==> src/sv/vfdu_pkg.sv <==
// Shared types and constants for the vsync field duration updater.
// Used by the top level and by the iterative divider; depends on nothing.
package vfdu_pkg;

   localparam int WORD_W = 32;
   localparam int CLK_W  = 17;  // wide enough for the 90 kHz tick count

   // Result status codes.
   localparam logic [2:0] ST_UNCHANGED = 3'd0;
   localparam logic [2:0] ST_UPDATED   = 3'd1;
   localparam logic [2:0] ST_FIXED     = 3'd2;
   localparam logic [2:0] ST_ZERO_RATE = 3'd3;
   localparam logic [2:0] ST_BAD_CHAN  = 3'd4;
   localparam logic [2:0] ST_BAD_DEST  = 3'd5;

   localparam logic [WORD_W-1:0] PERIOD_MAX   = 32'hFFFF_FFFF;
   localparam logic [WORD_W-1:0] PERIOD_RESET = 32'h0FFF_FFFF;
   localparam logic [WORD_W-1:0] MIN_FIELD    = 32'd1499;

   // Reciprocals for division by a constant: q = (x * R) >> S.
   localparam logic [WORD_W-1:0] RECIP_2  = 32'h8000_0000;
   localparam logic [WORD_W-1:0] RECIP_3  = 32'hAAAA_AAAB;
   localparam logic [WORD_W-1:0] RECIP_5  = 32'hCCCC_CCCD;
   localparam logic [WORD_W-1:0] RECIP_10 = 32'hCCCC_CCCD;
   localparam int SHIFT_2  = 32;
   localparam int SHIFT_3  = 33;
   localparam int SHIFT_5  = 34;
   localparam int SHIFT_10 = 35;

   typedef struct packed {
      logic [1:0]        channel;
      logic [1:0]        destination;
      logic [WORD_W-1:0] rate_residual;
      logic [WORD_W-1:0] rate_divider;
      logic              interlaced;
   } req_type;

   typedef struct packed {
      logic [2:0]        status;
      logic [WORD_W-1:0] frame_period;
      logic [WORD_W-1:0] field_period;
   } rsp_type;

endpackage

==> src/sv/vsync_field_duration_updater.sv <==
// Vsync field duration updater: frame and field period from a rate request.
// Depends on vfdu_pkg and instantiates vfdu_div.
// A rejected or unchanged request goes from the check straight to the output state.
// A request that needs the period worked out goes through the divisor search, up to five
// cuts by ten, the two products and the wait on the divider.
// One word is in work at a time; the next request is taken the cycle after the result
// word is loaded. Reset (synchronous) clears the register, all channel state and both
// handshakes.
module vsync_field_duration_updater #(
   parameter int NUM_CHANNELS = 2
) (
   input  logic              clock,
   input  logic              reset,
   input  logic              req_valid,
   output logic              req_stall,
   input  vfdu_pkg::req_type req_word,
   output logic              rsp_valid,
   input  logic              rsp_stall,
   output vfdu_pkg::rsp_type rsp_word,
   input  logic              csr_valid,
   output logic              csr_ready,
   input  logic [1:0]        csr_data
);

   // How the period is found. The 90 kHz count and the residual are first reduced by
   // their common divisor; since 90000 = 2^4 * 3^2 * 5^4, that divisor is found by trial
   // division of the residual by 2, 3 and 5, each done as a multiplication by a
   // reciprocal on the shared multiplier, and the remaining tick count comes from the
   // exponents that were taken out. Then the tick count, divider and residual are cut
   // by ten while the divider, times the reduced tick count as it stood before any cut,
   // overflows a word. The product of the cut tick count and divider is then divided by
   // the residual in the iterative divider, or the period saturates if the residual was cut to zero.

   localparam int W      = vfdu_pkg::WORD_W;
   localparam int CW     = vfdu_pkg::CLK_W;
   localparam int CHIDXW = (NUM_CHANNELS > 1) ? $clog2(NUM_CHANNELS) : 1;

   // Sequencer states.
   localparam logic [3:0] S_IDLE  = 4'd0;
   localparam logic [3:0] S_CHECK = 4'd1;
   localparam logic [3:0] S_GMUL  = 4'd2;
   localparam logic [3:0] S_GTEST = 4'd3;
   localparam logic [3:0] S_SMUL  = 4'd4;
   localparam logic [3:0] S_SCHK  = 4'd5;
   localparam logic [3:0] S_SDIV  = 4'd6;
   localparam logic [3:0] S_DWAIT = 4'd7;
   localparam logic [3:0] S_FIN   = 4'd8;
   localparam logic [3:0] S_OUT   = 4'd9;
   localparam logic [3:0] S_PMUL  = 4'd10;
   localparam logic [3:0] S_PCHK  = 4'd11;

   // Trial primes.
   localparam logic [1:0] P_2 = 2'd0;
   localparam logic [1:0] P_3 = 2'd1;
   localparam logic [1:0] P_5 = 2'd2;

   function automatic logic [W-1:0] prime_recip(input logic [1:0] p);
      case (p)
         P_2:     prime_recip = vfdu_pkg::RECIP_2;
         P_3:     prime_recip = vfdu_pkg::RECIP_3;
         P_5:     prime_recip = vfdu_pkg::RECIP_5;
         default: prime_recip = vfdu_pkg::RECIP_2;
      endcase
   endfunction

   function automatic logic [W-1:0] prime_quot(input logic [2*W-1:0] m, input logic [1:0] p);
      case (p)
         P_2:     prime_quot = W'(m >> vfdu_pkg::SHIFT_2);
         P_3:     prime_quot = W'(m >> vfdu_pkg::SHIFT_3);
         P_5:     prime_quot = W'(m >> vfdu_pkg::SHIFT_5);
         default: prime_quot = W'(m >> vfdu_pkg::SHIFT_2);
      endcase
   endfunction

   // q times the prime, by shift and add.
   function automatic logic [W+1:0] prime_times(input logic [W-1:0] q, input logic [1:0] p);
      case (p)
         P_2:     prime_times = {1'b0, q, 1'b0};
         P_3:     prime_times = {1'b0, q, 1'b0} + {2'b00, q};
         P_5:     prime_times = {q, 2'b00} + {2'b00, q};
         default: prime_times = {1'b0, q, 1'b0};
      endcase
   endfunction

   // 90000 divided by 2^e2 * 3^e3 * 5^e5, with e2 and e5 up to 4 and e3 up to 2.
   function automatic logic [CW-1:0] ticks_left(input logic [2:0] e2, input logic [1:0] e3,
                                                input logic [2:0] e5);
      logic [CW-1:0] f2;
      logic [CW-1:0] f3;
      logic [CW-1:0] f5;
      f2 = CW'(5'd16 >> e2);
      case (e3)
         2'd0:    f3 = CW'(9);
         2'd1:    f3 = CW'(3);
         default: f3 = CW'(1);
      endcase
      case (e5)
         3'd0:    f5 = CW'(625);
         3'd1:    f5 = CW'(125);
         3'd2:    f5 = CW'(25);
         3'd3:    f5 = CW'(5);
         default: f5 = CW'(1);
      endcase
      ticks_left = CW'(f2 * f3 * f5);
   endfunction

   // Configuration register.
   logic [1:0] mask_ff;

   // Per-channel rate state.
   logic [W-1:0] sres_ff   [NUM_CHANNELS];
   logic [W-1:0] sdiv_ff   [NUM_CHANNELS];
   logic         sil_ff    [NUM_CHANNELS];
   logic [W-1:0] sframe_ff [NUM_CHANNELS];
   logic [W-1:0] sfield_ff [NUM_CHANNELS];

   // Sequencer and working registers.
   logic [3:0]        state_ff;
   logic [3:0]        state_in;
   vfdu_pkg::req_type req_ff;
   vfdu_pkg::rsp_type result_ff;
   logic [1:0]        prime_ff;
   logic [2:0]        e2_ff;
   logic [1:0]        e3_ff;
   logic [2:0]        e5_ff;
   logic [1:0]        sub_ff;
   logic [W-1:0]      rs_ff;
   logic [W-1:0]      dt_ff;
   logic [CW-1:0]     clk_ff;
   logic [CW-1:0]     clk0_ff;
   logic [W-1:0]      frame_ff;
   logic [2*W-1:0]    mul_ff;
   logic              rsp_valid_ff;
   vfdu_pkg::rsp_type rsp_word_ff;

   // The shared multiplier.
   logic [W-1:0] mul_a;
   logic [W-1:0] mul_b;

   logic         div_start;
   logic         div_done;
   logic [W-1:0] div_quo;

   logic              ch_ok;
   logic [CHIDXW-1:0] ch_idx;
   logic              fixed;
   logic              zero_rate;
   logic              same_rate;
   logic [W-1:0]      gq;
   logic              take;
   logic              too_big;
   logic              rsp_free;

   logic [W-1:0] field_c;
   logic         short_c;
   logic [W-1:0] frame_n;
   logic [W-1:0] field_n;
   logic [W-1:0] div_n;
   logic         changed;

   assign ch_ok  = (int'(req_ff.channel) < NUM_CHANNELS);
   assign ch_idx = ch_ok ? req_ff.channel[CHIDXW-1:0] : '0;
   // Only channels 0 and 1 have a bit in the fixed-rate mask.
   assign fixed     = !req_ff.channel[1] && mask_ff[req_ff.channel[0]];
   assign zero_rate = (req_ff.rate_residual == '0) || (req_ff.rate_divider == '0);
   assign same_rate = (sres_ff[ch_idx] == req_ff.rate_residual) &&
                      (sdiv_ff[ch_idx] == req_ff.rate_divider) &&
                      (sil_ff[ch_idx] == req_ff.interlaced);

   // Trial division: the prime is taken out while it divides the residual exactly and
   // 90000 still holds that factor.
   assign gq   = prime_quot(mul_ff, prime_ff);
   assign take = (prime_times(gq, prime_ff) == {2'b00, rs_ff}) &&
                 (((prime_ff == P_2) && (e2_ff != 3'd4)) ||
                  ((prime_ff == P_3) && (e3_ff != 2'd2)) ||
                  ((prime_ff == P_5) && (e5_ff != 3'd4)));

   // The divider times the reduced tick count before any cut does not fit a word, and the
   // cut tick count has not yet reached zero.
   assign too_big = (clk_ff != '0) && (mul_ff[2*W-1:W] != '0);

   assign rsp_free = !rsp_valid_ff || !rsp_stall;

   // Interlaced fields are half a frame; short fields are doubled with the divider.
   assign field_c = req_ff.interlaced ? (frame_ff >> 1) : frame_ff;
   assign short_c = (field_c < vfdu_pkg::MIN_FIELD);
   assign frame_n = short_c ? {frame_ff[W-2:0], 1'b0} : frame_ff;
   assign field_n = short_c ? {field_c[W-2:0], 1'b0} : field_c;
   assign div_n   = short_c ? {req_ff.rate_divider[W-2:0], 1'b0} : req_ff.rate_divider;
   assign changed = (sfield_ff[ch_idx] != field_n);

   always_comb begin
      state_in  = state_ff;
      mul_a     = '0;
      mul_b     = '0;
      div_start = 1'b0;
      case (state_ff)
         S_IDLE: begin
            if (req_valid) state_in = S_CHECK;
         end
         S_CHECK: begin
            if (ch_ok && !fixed && !zero_rate && !req_ff.destination[1] && !same_rate) begin
               state_in = S_GMUL;
            end else begin
               state_in = S_OUT;
            end
         end
         S_GMUL: begin
            mul_a    = rs_ff;
            mul_b    = prime_recip(prime_ff);
            state_in = S_GTEST;
         end
         S_GTEST: begin
            if (take || (prime_ff != P_5)) begin
               state_in = S_GMUL;
            end else begin
               state_in = S_SMUL;
            end
         end
         S_SMUL: begin
            mul_a    = dt_ff;
            mul_b    = W'(clk0_ff);
            state_in = S_SCHK;
         end
         S_SCHK: begin
            if (too_big) begin
               state_in = S_SDIV;
            end else begin
               state_in = S_PMUL;
            end
         end
         S_SDIV: begin
            // One operand a cycle goes through the divide-by-ten reciprocal.
            mul_b = vfdu_pkg::RECIP_10;
            case (sub_ff)
               2'd0:    mul_a = dt_ff;
               2'd1:    mul_a = W'(clk_ff);
               2'd2:    mul_a = rs_ff;
               default: mul_a = '0;
            endcase
            if (sub_ff == 2'd3) state_in = S_SMUL;
         end
         S_PMUL: begin
            // The dividend: cut tick count times cut divider, which always fits a word.
            mul_a    = dt_ff;
            mul_b    = W'(clk_ff);
            state_in = S_PCHK;
         end
         S_PCHK: begin
            if (rs_ff == '0) begin
               state_in = S_FIN;
            end else begin
               div_start = 1'b1;
               state_in  = S_DWAIT;
            end
         end
         S_DWAIT: begin
            if (div_done) state_in = S_FIN;
         end
         S_FIN: begin
            state_in = S_OUT;
         end
         S_OUT: begin
            if (rsp_free) state_in = S_IDLE;
         end
         default: begin
            state_in = S_IDLE;
         end
      endcase
   end

   always_ff @(posedge clock) begin
      if (reset) begin
         state_ff <= S_IDLE;
      end else begin
         state_ff <= state_in;
      end
   end

   always_ff @(posedge clock) begin
      mul_ff <= mul_a * mul_b;
   end

   // Working registers of the sequencer.
   always_ff @(posedge clock) begin
      case (state_ff)
         S_IDLE: begin
            if (req_valid) req_ff <= req_word;
         end
         S_CHECK: begin
            rs_ff    <= req_ff.rate_residual;
            prime_ff <= P_2;
            e2_ff    <= '0;
            e3_ff    <= '0;
            e5_ff    <= '0;
            if (!ch_ok) begin
               result_ff.frame_period <= '0;
               result_ff.field_period <= '0;
            end else begin
               result_ff.frame_period <= sframe_ff[ch_idx];
               result_ff.field_period <= sfield_ff[ch_idx];
            end
            if (!ch_ok) begin
               result_ff.status <= vfdu_pkg::ST_BAD_CHAN;
            end else if (fixed) begin
               result_ff.status <= vfdu_pkg::ST_FIXED;
            end else if (zero_rate) begin
               result_ff.status <= vfdu_pkg::ST_ZERO_RATE;
            end else if (req_ff.destination[1]) begin
               result_ff.status <= vfdu_pkg::ST_BAD_DEST;
            end else begin
               result_ff.status <= vfdu_pkg::ST_UNCHANGED;
            end
         end
         S_GTEST: begin
            if (take) begin
               rs_ff <= gq;
               case (prime_ff)
                  P_2:     e2_ff <= e2_ff + 1'b1;
                  P_3:     e3_ff <= e3_ff + 1'b1;
                  default: e5_ff <= e5_ff + 1'b1;
               endcase
            end else if (prime_ff == P_5) begin
               clk_ff  <= ticks_left(e2_ff, e3_ff, e5_ff);
               clk0_ff <= ticks_left(e2_ff, e3_ff, e5_ff);
               dt_ff   <= req_ff.rate_divider;
            end else begin
               prime_ff <= prime_ff + 1'b1;
            end
         end
         S_SCHK: begin
            sub_ff <= '0;
         end
         S_SDIV: begin
            sub_ff <= sub_ff + 1'b1;
            case (sub_ff)
               2'd1:    dt_ff  <= W'(mul_ff >> vfdu_pkg::SHIFT_10);
               2'd2:    clk_ff <= CW'(mul_ff >> vfdu_pkg::SHIFT_10);
               2'd3:    rs_ff  <= W'(mul_ff >> vfdu_pkg::SHIFT_10);
               default: dt_ff  <= dt_ff;
            endcase
         end
         S_PCHK: begin
            // A residual scaled down to nothing saturates the period.
            if (rs_ff == '0) frame_ff <= vfdu_pkg::PERIOD_MAX;
         end
         S_DWAIT: begin
            if (div_done) frame_ff <= div_quo;
         end
         S_FIN: begin
            if (changed) begin
               result_ff.status       <= vfdu_pkg::ST_UPDATED;
               result_ff.frame_period <= frame_n;
               result_ff.field_period <= field_n;
            end else begin
               result_ff.status       <= vfdu_pkg::ST_UNCHANGED;
               result_ff.frame_period <= sframe_ff[ch_idx];
               result_ff.field_period <= sfield_ff[ch_idx];
            end
         end
         default: begin
            rs_ff <= rs_ff;
         end
      endcase
   end

   // Channel state and the configuration register. The rate is always stored once the
   // period has been worked out; the periods only when the field period moves.
   always_ff @(posedge clock) begin
      if (reset) begin
         mask_ff <= '0;
         for (int i = 0; i < NUM_CHANNELS; i++) begin
            sres_ff[i]   <= '0;
            sdiv_ff[i]   <= W'(1);
            sil_ff[i]    <= 1'b1;
            sframe_ff[i] <= vfdu_pkg::PERIOD_RESET;
            sfield_ff[i] <= vfdu_pkg::PERIOD_RESET;
         end
      end else begin
         if (csr_valid) mask_ff <= csr_data;
         if (state_ff == S_FIN) begin
            sres_ff[ch_idx] <= req_ff.rate_residual;
            sdiv_ff[ch_idx] <= div_n;
            sil_ff[ch_idx]  <= req_ff.interlaced;
            if (changed) begin
               sframe_ff[ch_idx] <= frame_n;
               sfield_ff[ch_idx] <= field_n;
            end
         end
      end
   end

   // Output register: a finished word may wait here while the next request is taken.
   always_ff @(posedge clock) begin
      if (reset) begin
         rsp_valid_ff <= 1'b0;
      end else if ((state_ff == S_OUT) && rsp_free) begin
         rsp_valid_ff <= 1'b1;
      end else if (!rsp_stall) begin
         rsp_valid_ff <= 1'b0;
      end
   end

   always_ff @(posedge clock) begin
      if ((state_ff == S_OUT) && rsp_free) rsp_word_ff <= result_ff;
   end

   vfdu_div u_div (
      .clock    (clock),
      .reset    (reset),
      .start    (div_start),
      .dividend (mul_ff[W-1:0]),
      .divisor  (rs_ff),
      .done     (div_done),
      .quotient (div_quo)
   );

   assign req_stall = (state_ff != S_IDLE);
   assign rsp_valid = rsp_valid_ff;
   assign rsp_word  = rsp_word_ff;
   assign csr_ready = 1'b1;

endmodule

==> src/sv/vfdu_div.sv <==
// Restoring unsigned divider, one quotient bit per cycle.
// Depends on vfdu_pkg for the word width.
module vfdu_div (
   input  logic                       clock,
   input  logic                       reset,
   input  logic                       start,
   input  logic [vfdu_pkg::WORD_W-1:0] dividend,
   input  logic [vfdu_pkg::WORD_W-1:0] divisor,
   output logic                       done,
   output logic [vfdu_pkg::WORD_W-1:0] quotient
);

   localparam int W    = vfdu_pkg::WORD_W;
   localparam int CNTW = $clog2(W);

   logic            busy_ff;
   logic            done_ff;
   logic [CNTW-1:0] cnt_ff;
   logic [W-1:0]    rem_ff;
   logic [W-1:0]    quo_ff;
   logic [W-1:0]    dsr_ff;

   logic [W:0] rem_sh;
   logic       fits;

   assign rem_sh = {rem_ff, quo_ff[W-1]};
   assign fits   = (rem_sh >= {1'b0, dsr_ff});

   always_ff @(posedge clock) begin
      if (reset) begin
         busy_ff <= 1'b0;
         done_ff <= 1'b0;
         cnt_ff  <= '0;
      end else begin
         done_ff <= 1'b0;
         if (start) begin
            busy_ff <= 1'b1;
            cnt_ff  <= '0;
         end else if (busy_ff) begin
            cnt_ff <= cnt_ff + 1'b1;
            if (cnt_ff == CNTW'(W - 1)) begin
               busy_ff <= 1'b0;
               done_ff <= 1'b1;
            end
         end
      end
   end

   always_ff @(posedge clock) begin
      if (start) begin
         rem_ff <= '0;
         quo_ff <= dividend;
         dsr_ff <= divisor;
      end else if (busy_ff) begin
         // The partial remainder always stays below the divisor, so W bits hold it.
         rem_ff <= fits ? W'(rem_sh - {1'b0, dsr_ff}) : rem_sh[W-1:0];
         quo_ff <= {quo_ff[W-2:0], fits};
      end
   end

   assign done     = done_ff;
   assign quotient = quo_ff;

endmodule
==> config.mk <==
export PLATFORM = sky130hd
export DESIGN_NAME = vsync_field_duration_updater
export DESIGN_NICKNAME = d
export VERILOG_FILES = /design/src/sv/vfdu_pkg.sv /design/src/sv/vsync_field_duration_updater.sv /design/src/sv/vfdu_div.sv
export SDC_FILE = /design/constraint.sdc
export NUM_CORES = 2
export LEC_CHECK = 0
export BUFFER_PORTS_ARGS = -buffer_cell sky130_fd_sc_hd__buf_2
export CORE_AREA = 2 2 428 430
export DETAILED_ROUTE_END_ITERATION = 6
export DIE_AREA = 0 0 430 432
export GPL_TIMING_DRIVEN = 0
export PLACE_DENSITY = 0.53
export RECOVER_POWER = 100
export SETUP_SLACK_MARGIN = 0.2
export SYNTH_ARGS = -nofsm -noshare
export SYNTH_HDL_FRONTEND = slang
export SYNTH_SLANG_ARGS = --single-unit
==> constraint.sdc <==
create_clock -name clock -period 19.71 [get_ports clock]
set_input_delay 2.9565 -clock clock [delete_from_list [all_inputs] [get_ports clock]]
set_output_delay 2.9565 -clock clock [all_outputs]
set_load 0.01 [all_outputs]
### Word level (Yosys, flattened, before mapping)

Memories as Yosys holds them, arrays and structs flattened.
Index checks and enable logic that the tools add are counted.

| storage, ports and cells | value |
|---|---|
| flip-flop bits (word level) | 519 |
| memory bits (writable) | 258 |
| word-level logic and storage cells | 262 |
| memories | 5 |

| operators by class | value |
|---|---|
| add/sub/neg operators | 9 |
| multiply operators | 3 |
| magnitude comparators | 4 |
| equality and inequality tests | 45 |
| shift operators | 1 |
| mux-type cells | 99 |
| bitwise logic cells | 2 |
| reduce and logical (&&, ||, !) cells | 63 |

Memories:

| memory | words | bits a word | read ports | clocked after Yosys merged registers in | write ports | RTL line | source |
|---|---|---|---|---|---|---|---|
| sdiv_ff | 2 | 32 | 1 | 0 | 2 | vsync_field_duration_updater.sv:112 | `logic [W-1:0] sdiv_ff [NUM_CHANNELS];` |
| sfield_ff | 2 | 32 | 1 | 0 | 2 | vsync_field_duration_updater.sv:115 | `logic [W-1:0] sfield_ff [NUM_CHANNELS];` |
| sframe_ff | 2 | 32 | 1 | 0 | 2 | vsync_field_duration_updater.sv:114 | `logic [W-1:0] sframe_ff [NUM_CHANNELS];` |
| sres_ff | 2 | 32 | 1 | 0 | 2 | vsync_field_duration_updater.sv:111 | `logic [W-1:0] sres_ff [NUM_CHANNELS];` |
| sil_ff | 2 | 1 | 1 | 0 | 2 | vsync_field_duration_updater.sv:113 | `logic sil_ff [NUM_CHANNELS];` |

Operators with widths:

| kind | count |
|---|---|
| $mux W32 | 18 |
| $pmux W32 S3 | 3 |
| $pmux W32 S2 | 3 |
| $mux W17 | 9 |
| $pmux W67 S2 | 1 |
| $pmux W32 S4 | 1 |
| $reduce_or A32 Y1 | 4 |
| $logic_not A32 Y1 | 3 |
| $pmux W34 S2 | 1 |
| $mux W65 | 1 |
| $eq A32 B32 Y1 | 2 |
| $mul A32 B32 Y64 | 1 |
| $mux W64 | 1 |
| $pmux W31 S2 | 1 |
| $pmux W4 S12 | 1 |
| $pmux W10 S4 | 1 |
| $add A33 B32 Y34 | 1 |
| $add A34 B32 Y34 | 1 |
| $eq A34 B32 Y1 | 1 |
| $mul A17 B17 Y17 | 2 |
| $pmux W17 S2 | 1 |
| $ge A33 B32 Y1 | 1 |
| $lt A32 B11 Y1 const B | 1 |
| $ne A32 B32 Y1 | 1 |
| 45 further kinds | 166 |

### Logic depth before layout (Yosys ltp)

| depth | value |
|---|---|
| depth in word-level cells | 13 |
| gate-level depth with buffers | 43 |
| gate-level depth less buffers | 36 |

### Hierarchy

A second synthesis with hierarchy kept.

| second synthesis, totals | value |
|---|---|
| cell total of the unflattened synthesis | 7259 |
| area total of the unflattened synthesis | 73011.3 µm² |

By module, submodules not included:

| module | times used | cells an instance | area each (µm²) | sequential area each (µm²) |
|---|---|---|---|---|
| vsync_field_duration_updater | 1 | 6699 | 67186.9 | 19478.7 |
| vfdu_div | 1 | 560 | 5824.3 | 2702.6 |

### Worst setup path after synthesis

Ideal clock, no wire load.

| timing | value |
|---|---|
| path kind | flip-flop to flip-flop |
| start | reg prime_ff[0] |
| end | reg mul_ff[63] |
| data arrival time | 10.092 ns |
| data required time | 19.585 ns |
| path slack | 9.493 ns |
| cell stages (with the launch flop) | 35 |
| cell sequence | edfxtp_1 > inv_1 > ha_1 > clkbuf_1 > clkbuf_1 > clkbuf_1 > clkbuf_1 > nor2_1 > nor2_1 > a221o_1 > clkbuf_1 > clkbuf_1 > nand2_1 > fa_1 > inv_1 > fa_1 > inv_1 > fa_1 > fa_1 > inv_1 > fa_1 > fa_1 > fa_1 > fa_1 > ha_1 > clkbuf_1 > nand2_1 > or4_1 > o21ba_2 > o41ai_1 > a41oi_1 > a311oi_1 > o21ai_1 > o31ai_1 > xnor2_1 |

| between the ends | value |
|---|---|
| cells in the longest elaborated chain, start to end | 4 |

RTL lines:

| what | RTL line | source |
|---|---|---|
| start, declared | vsync_field_duration_updater.sv:122 | `logic [1:0] prime_ff;` |
| start signal, assigned | vsync_field_duration_updater.sv:328 | `prime_ff <= prime_ff + 1'b1;` |
| $eq A2 B2 Y1 / $eq A2 B1 Y1 (equally long branches) | vsync_field_duration_updater.sv:58 | `case (p)` |
| $pmux W31 S2 * | vsync_field_duration_updater.sv:58 |  |
| $pmux W32 S4 * | vsync_field_duration_updater.sv:197 | `case (state_ff)` |
| $mul A32 B32 Y64 * | vsync_field_duration_updater.sv:281 | `mul_ff <= mul_a * mul_b;` |
| end signal, assigned | vsync_field_duration_updater.sv:281 |  |
| end, declared | vsync_field_duration_updater.sv:132 | `logic [2*W-1:0] mul_ff;` |

Every way passes the cells marked *; elsewhere a longest branch is shown, timed or not.
A chain may end at the register's enable or synchronous reset.

### Final worst setup path

Same ends and word-level chain as after synthesis.

==> metrics.md <==
| Metric | Value |
|---|---|
| Cts hold-fix bufs | 0 |
| M1 WL | 107,000 um |
| Drt drc | 0 |
| Crit Path Category | reg2reg |
| Clock Skew | 0.0679 ns |
| Starting Density | 39.7% |
| Worst Path Arrival | 15.44 ns |
| Wirelength per Cell | 25.8 um |
| Peak VDD IR | 57.4 uV |
| Detailed Routing Iterations Pass 1 | 6 |
| Worst stage delay on the critical path | 0.84 ns |
| Total number of vias | 55,200 |
| Total negative slack | 0 ns |
| Commonest non-fill, non-tap cells in the layout | inv_1 (1,137), nand2_1 (867), fa_1 (820), edfxtp_1 (664), nor2_1 (645) |
| Proportion of layout cells with a drive suffix above 1 | 4.14% |
| Root Driver | clkbuf_16 |
| First-pass GRT wire length | 374,000 um |
| Synth cell types | 89 |
| Period utilization | 75.5% |
| Count of pins over their slew limit | 566 |
| Placed wire-length estimate | 207,000 um |
| Avg Cell Area, Syn | 9.98 um2 |
| Max Clk Rate | 67.2 MHz |
| Outcome | complete, but fails checks |
| Final setup fails | 0 |
| Drt first-iter violations | 5,264 |
| Largest net degree at the start of global routing | 69 |
| GRT Overall Usage | 27.6% |
| Total gr overflow | 0 |
| Top_reg_cell synth | edfxtp_1 |
| Number of global-route vias before repair | 55,400 |
| Non-Filler Instances | 9,941 |
| Top Metal Used | met5 |
| Crit Path Max Fanout | 10 |
| Synthesized area | 72,200 um2 |
| Max cap viols | 17 |
| Met2 wire length | 116,000 um |
| # clock sinks | 776 |
| Cells after Synth | 7,235 |
| Leakage | 34.4 nW |
| Chip Width | 430 um |
| Post-synth EDFFs | 664 |
| Std-Cell Rows | 157 |
| Commonest non-fill, non-tap cell in the layout | inv_1 |
| Unrepaired setup endpoints after global routing | false |
| Inst Count DP | 9,790 |
| Slew HR | -141% |
| IO Port Bufs | 142 |
| Clk_lat worst skew | 0.69 ns |
| Syn Nets | 8,684 |
| Area Growth Syn to Fin | 8.88% |
| Min Tclk post-route | 14.88 ns |
| Ys Warns | 0 |
| # IOs | 146 |
| CTS buffer count | 78 |
| Wire length on met3 | 19,600 um |
| PostCTS Resize Cnt | 0 |
| Seq/Total Area, Yosys | 30.7% |
| Crit start category | flip-flop |
| Critical path's most frequent cell | fa_1 |
| Average via count per standard cell | 5.55 |
| Antenna violations before repair | 7 |
| Worst-path clk slew | 0.06 ns |
| Die area | 186,000 um2 |
| Fillers | 17,700 |
| Max H-tree Level | 3 |
| Final Hold Fails | 0 |
| Chip height | 432 um |
| CP Data Required Time | 20.27 ns |
| Crit path capture type | flip-flop |
| Clock tree buffer depth | 3 |
| Failing checks | capacitance limit, slew limit |
| Worst slew pin tran | 3.62 ns |
| Core area | 182,000 um2 |
| Post-CTS Setup Bufs | 0 |
| PwrDens | 66.2 nW/um2 |
| Async set or reset register ratio after synthesis | 0% |
| Final WL | 257,000 um |
| Min-delay worst type | reg2reg |
| Final #Nets | 8,936 |
| CTS tree | built |
| Routability Congestion | 0.990 |
| Final ANT Viol Nets | 0 |
| Slowest stage cell, crit path | clkbuf_1 |
| Synthesized flop and latch total | 776 |
[cell families after synthesis]
logic type	count (synthesis)	share of synthesized area, %
compound gates	930	8.81
xor+xnor	256	3.11
fa+ha+maj	1373	32.3
buf+inv	1468	7.69
flops	776	30.7
mux	275	3.96
other cells	1	0.00520
simple gates	2156	13.4
[registers in the layout, indices dropped and copies added, names as in the netlist, 32 cells and up]
| signal | count |
|---|---|
| sres_ff | 64 |
| rsp_word | 67 |
| u_div.rem_ff | 32 |
| req_ff | 68 |
| mul_ff | 64 |
| result_ff | 67 |
| u_div.dsr_ff | 32 |
| sdiv_ff | 64 |
| dt_ff | 32 |
| frame_ff | 32 |
| rs_ff | 32 |
| sfield_ff | 64 |
| u_div.quotient | 32 |
| sframe_ff | 64 |
[worst paths after layout]
kind,end,from,cells past startpoint,slack [ns]
hold reg to reg,rsp_word[31],result_ff[31],0,0.42
hold / removal,rsp_word[31],result_ff[31],0,0.42
setup / recovery,mul_ff[63],prime_ff[0],34,4.83
setup reg to reg,mul_ff[63],prime_ff[0],34,4.83
[critical path: cells and delay by family, from the launching register on]
family	cells	cell delay (ns)
XOR/XNOR	1	0.13
flip-flops	1	0.43
adder cells (fa/ha/maj)	10	4.69
buffers and inverters	11	4.22
AND/OR/NAND/NOR	5	2.14
AO/OA/AOI/OAI	7	3.10
[power by group]
group	switching (mW)	leakage [nW]	internal, mW
registers	0.117	7.04	1.93
logic	1.07	26.1	0.545
clock network	0.673	1.30	0.871
total	1.86	34.4	3.35
[per-stage QoR]
stage | worst slack, ns | hold slack (ns) | power [mW] | util [%] | area, um2
2_1_floorplan | 9.49 | 0.400 | 3.12 | - | 72200
3_3_place_gp | 4.88 | 0.400 | 3.64 | 41.8 | 75900
3_5_place_dp | 5.41 | 0.405 | 3.66 | 42.0 | 76400
4_1_cts | 5.39 | 0.414 | 5.20 | 43.5 | 79000
5_1_grt | 4.37 | 0.423 | 5.44 | 43.2 | 78600
6_report | 4.83 | 0.417 | 5.20 | 43.3 | 78600
[per-layer routing]
metal  vias to the layer above  global-route usage [%]
met5                         -                       0
met4                         2                    12.5
met3                       509                    5.10
met2                      2273                    43.6
met1                     27900                    36.8
li1                      24500                       -
[synth_stat cells (19+ instances only)]
cell      number  area, um2
nor3_1        61        305
a311o_1       20        200
a221oi_1      19        166
xnor2_1      153       1340
nor2_1       645       2420
o21ai_0      134        671
o31ai_1       19        143
a21oi_1      245       1230
nand3_1       70        350
ha_1         553       6920
or3_1         50        313
buf_1         45        169
nor4_1        63        394
and2_1        97        607
a21o_1        81        608
a22o_1        25        219
inv_1       1137       4270
a211oi_1      25        188
clkbuf_1     264        991
mux2_2        37        417
or2_2         23        144
a221o_1       20        200
xor2_1       103        902
nand2b_1      74        463
and3_1        68        425
fa_1         820      16400
edfxtp_1     664      19900
dfxtp_1      112       2240
mux2i_1      226       2260
a22oi_1       73        548
nand2_1      867       3250
o22ai_1       45        282
o21bai_1      31        233
a31oi_1       29        181
nand4_1       53        332
nor2b_1       36        225
[layout make-up]
| type | count | area, um2 | share of cell area [%] |
|---|---|---|---|
| Timing Repair Buffer | 172 | 815 | 1.04 |
| Sequential cell | 776 | 22200 | 28.2 |
| Multi-Input combinational cell | 4991 | 44400 | 56.5 |
| Clock buffer | 98 | 2170 | 2.77 |
| Clock inverter | 48 | 472 | 0.600 |
| Tap cell | 2385 | 2980 | 3.80 |
| Inverter | 1139 | 4280 | 5.44 |
| Buffer | 329 | 1250 | 1.60 |
| Antenna cell | 3 | 7.51 | 0.00955 |
(Power assumes the default switching activity.)
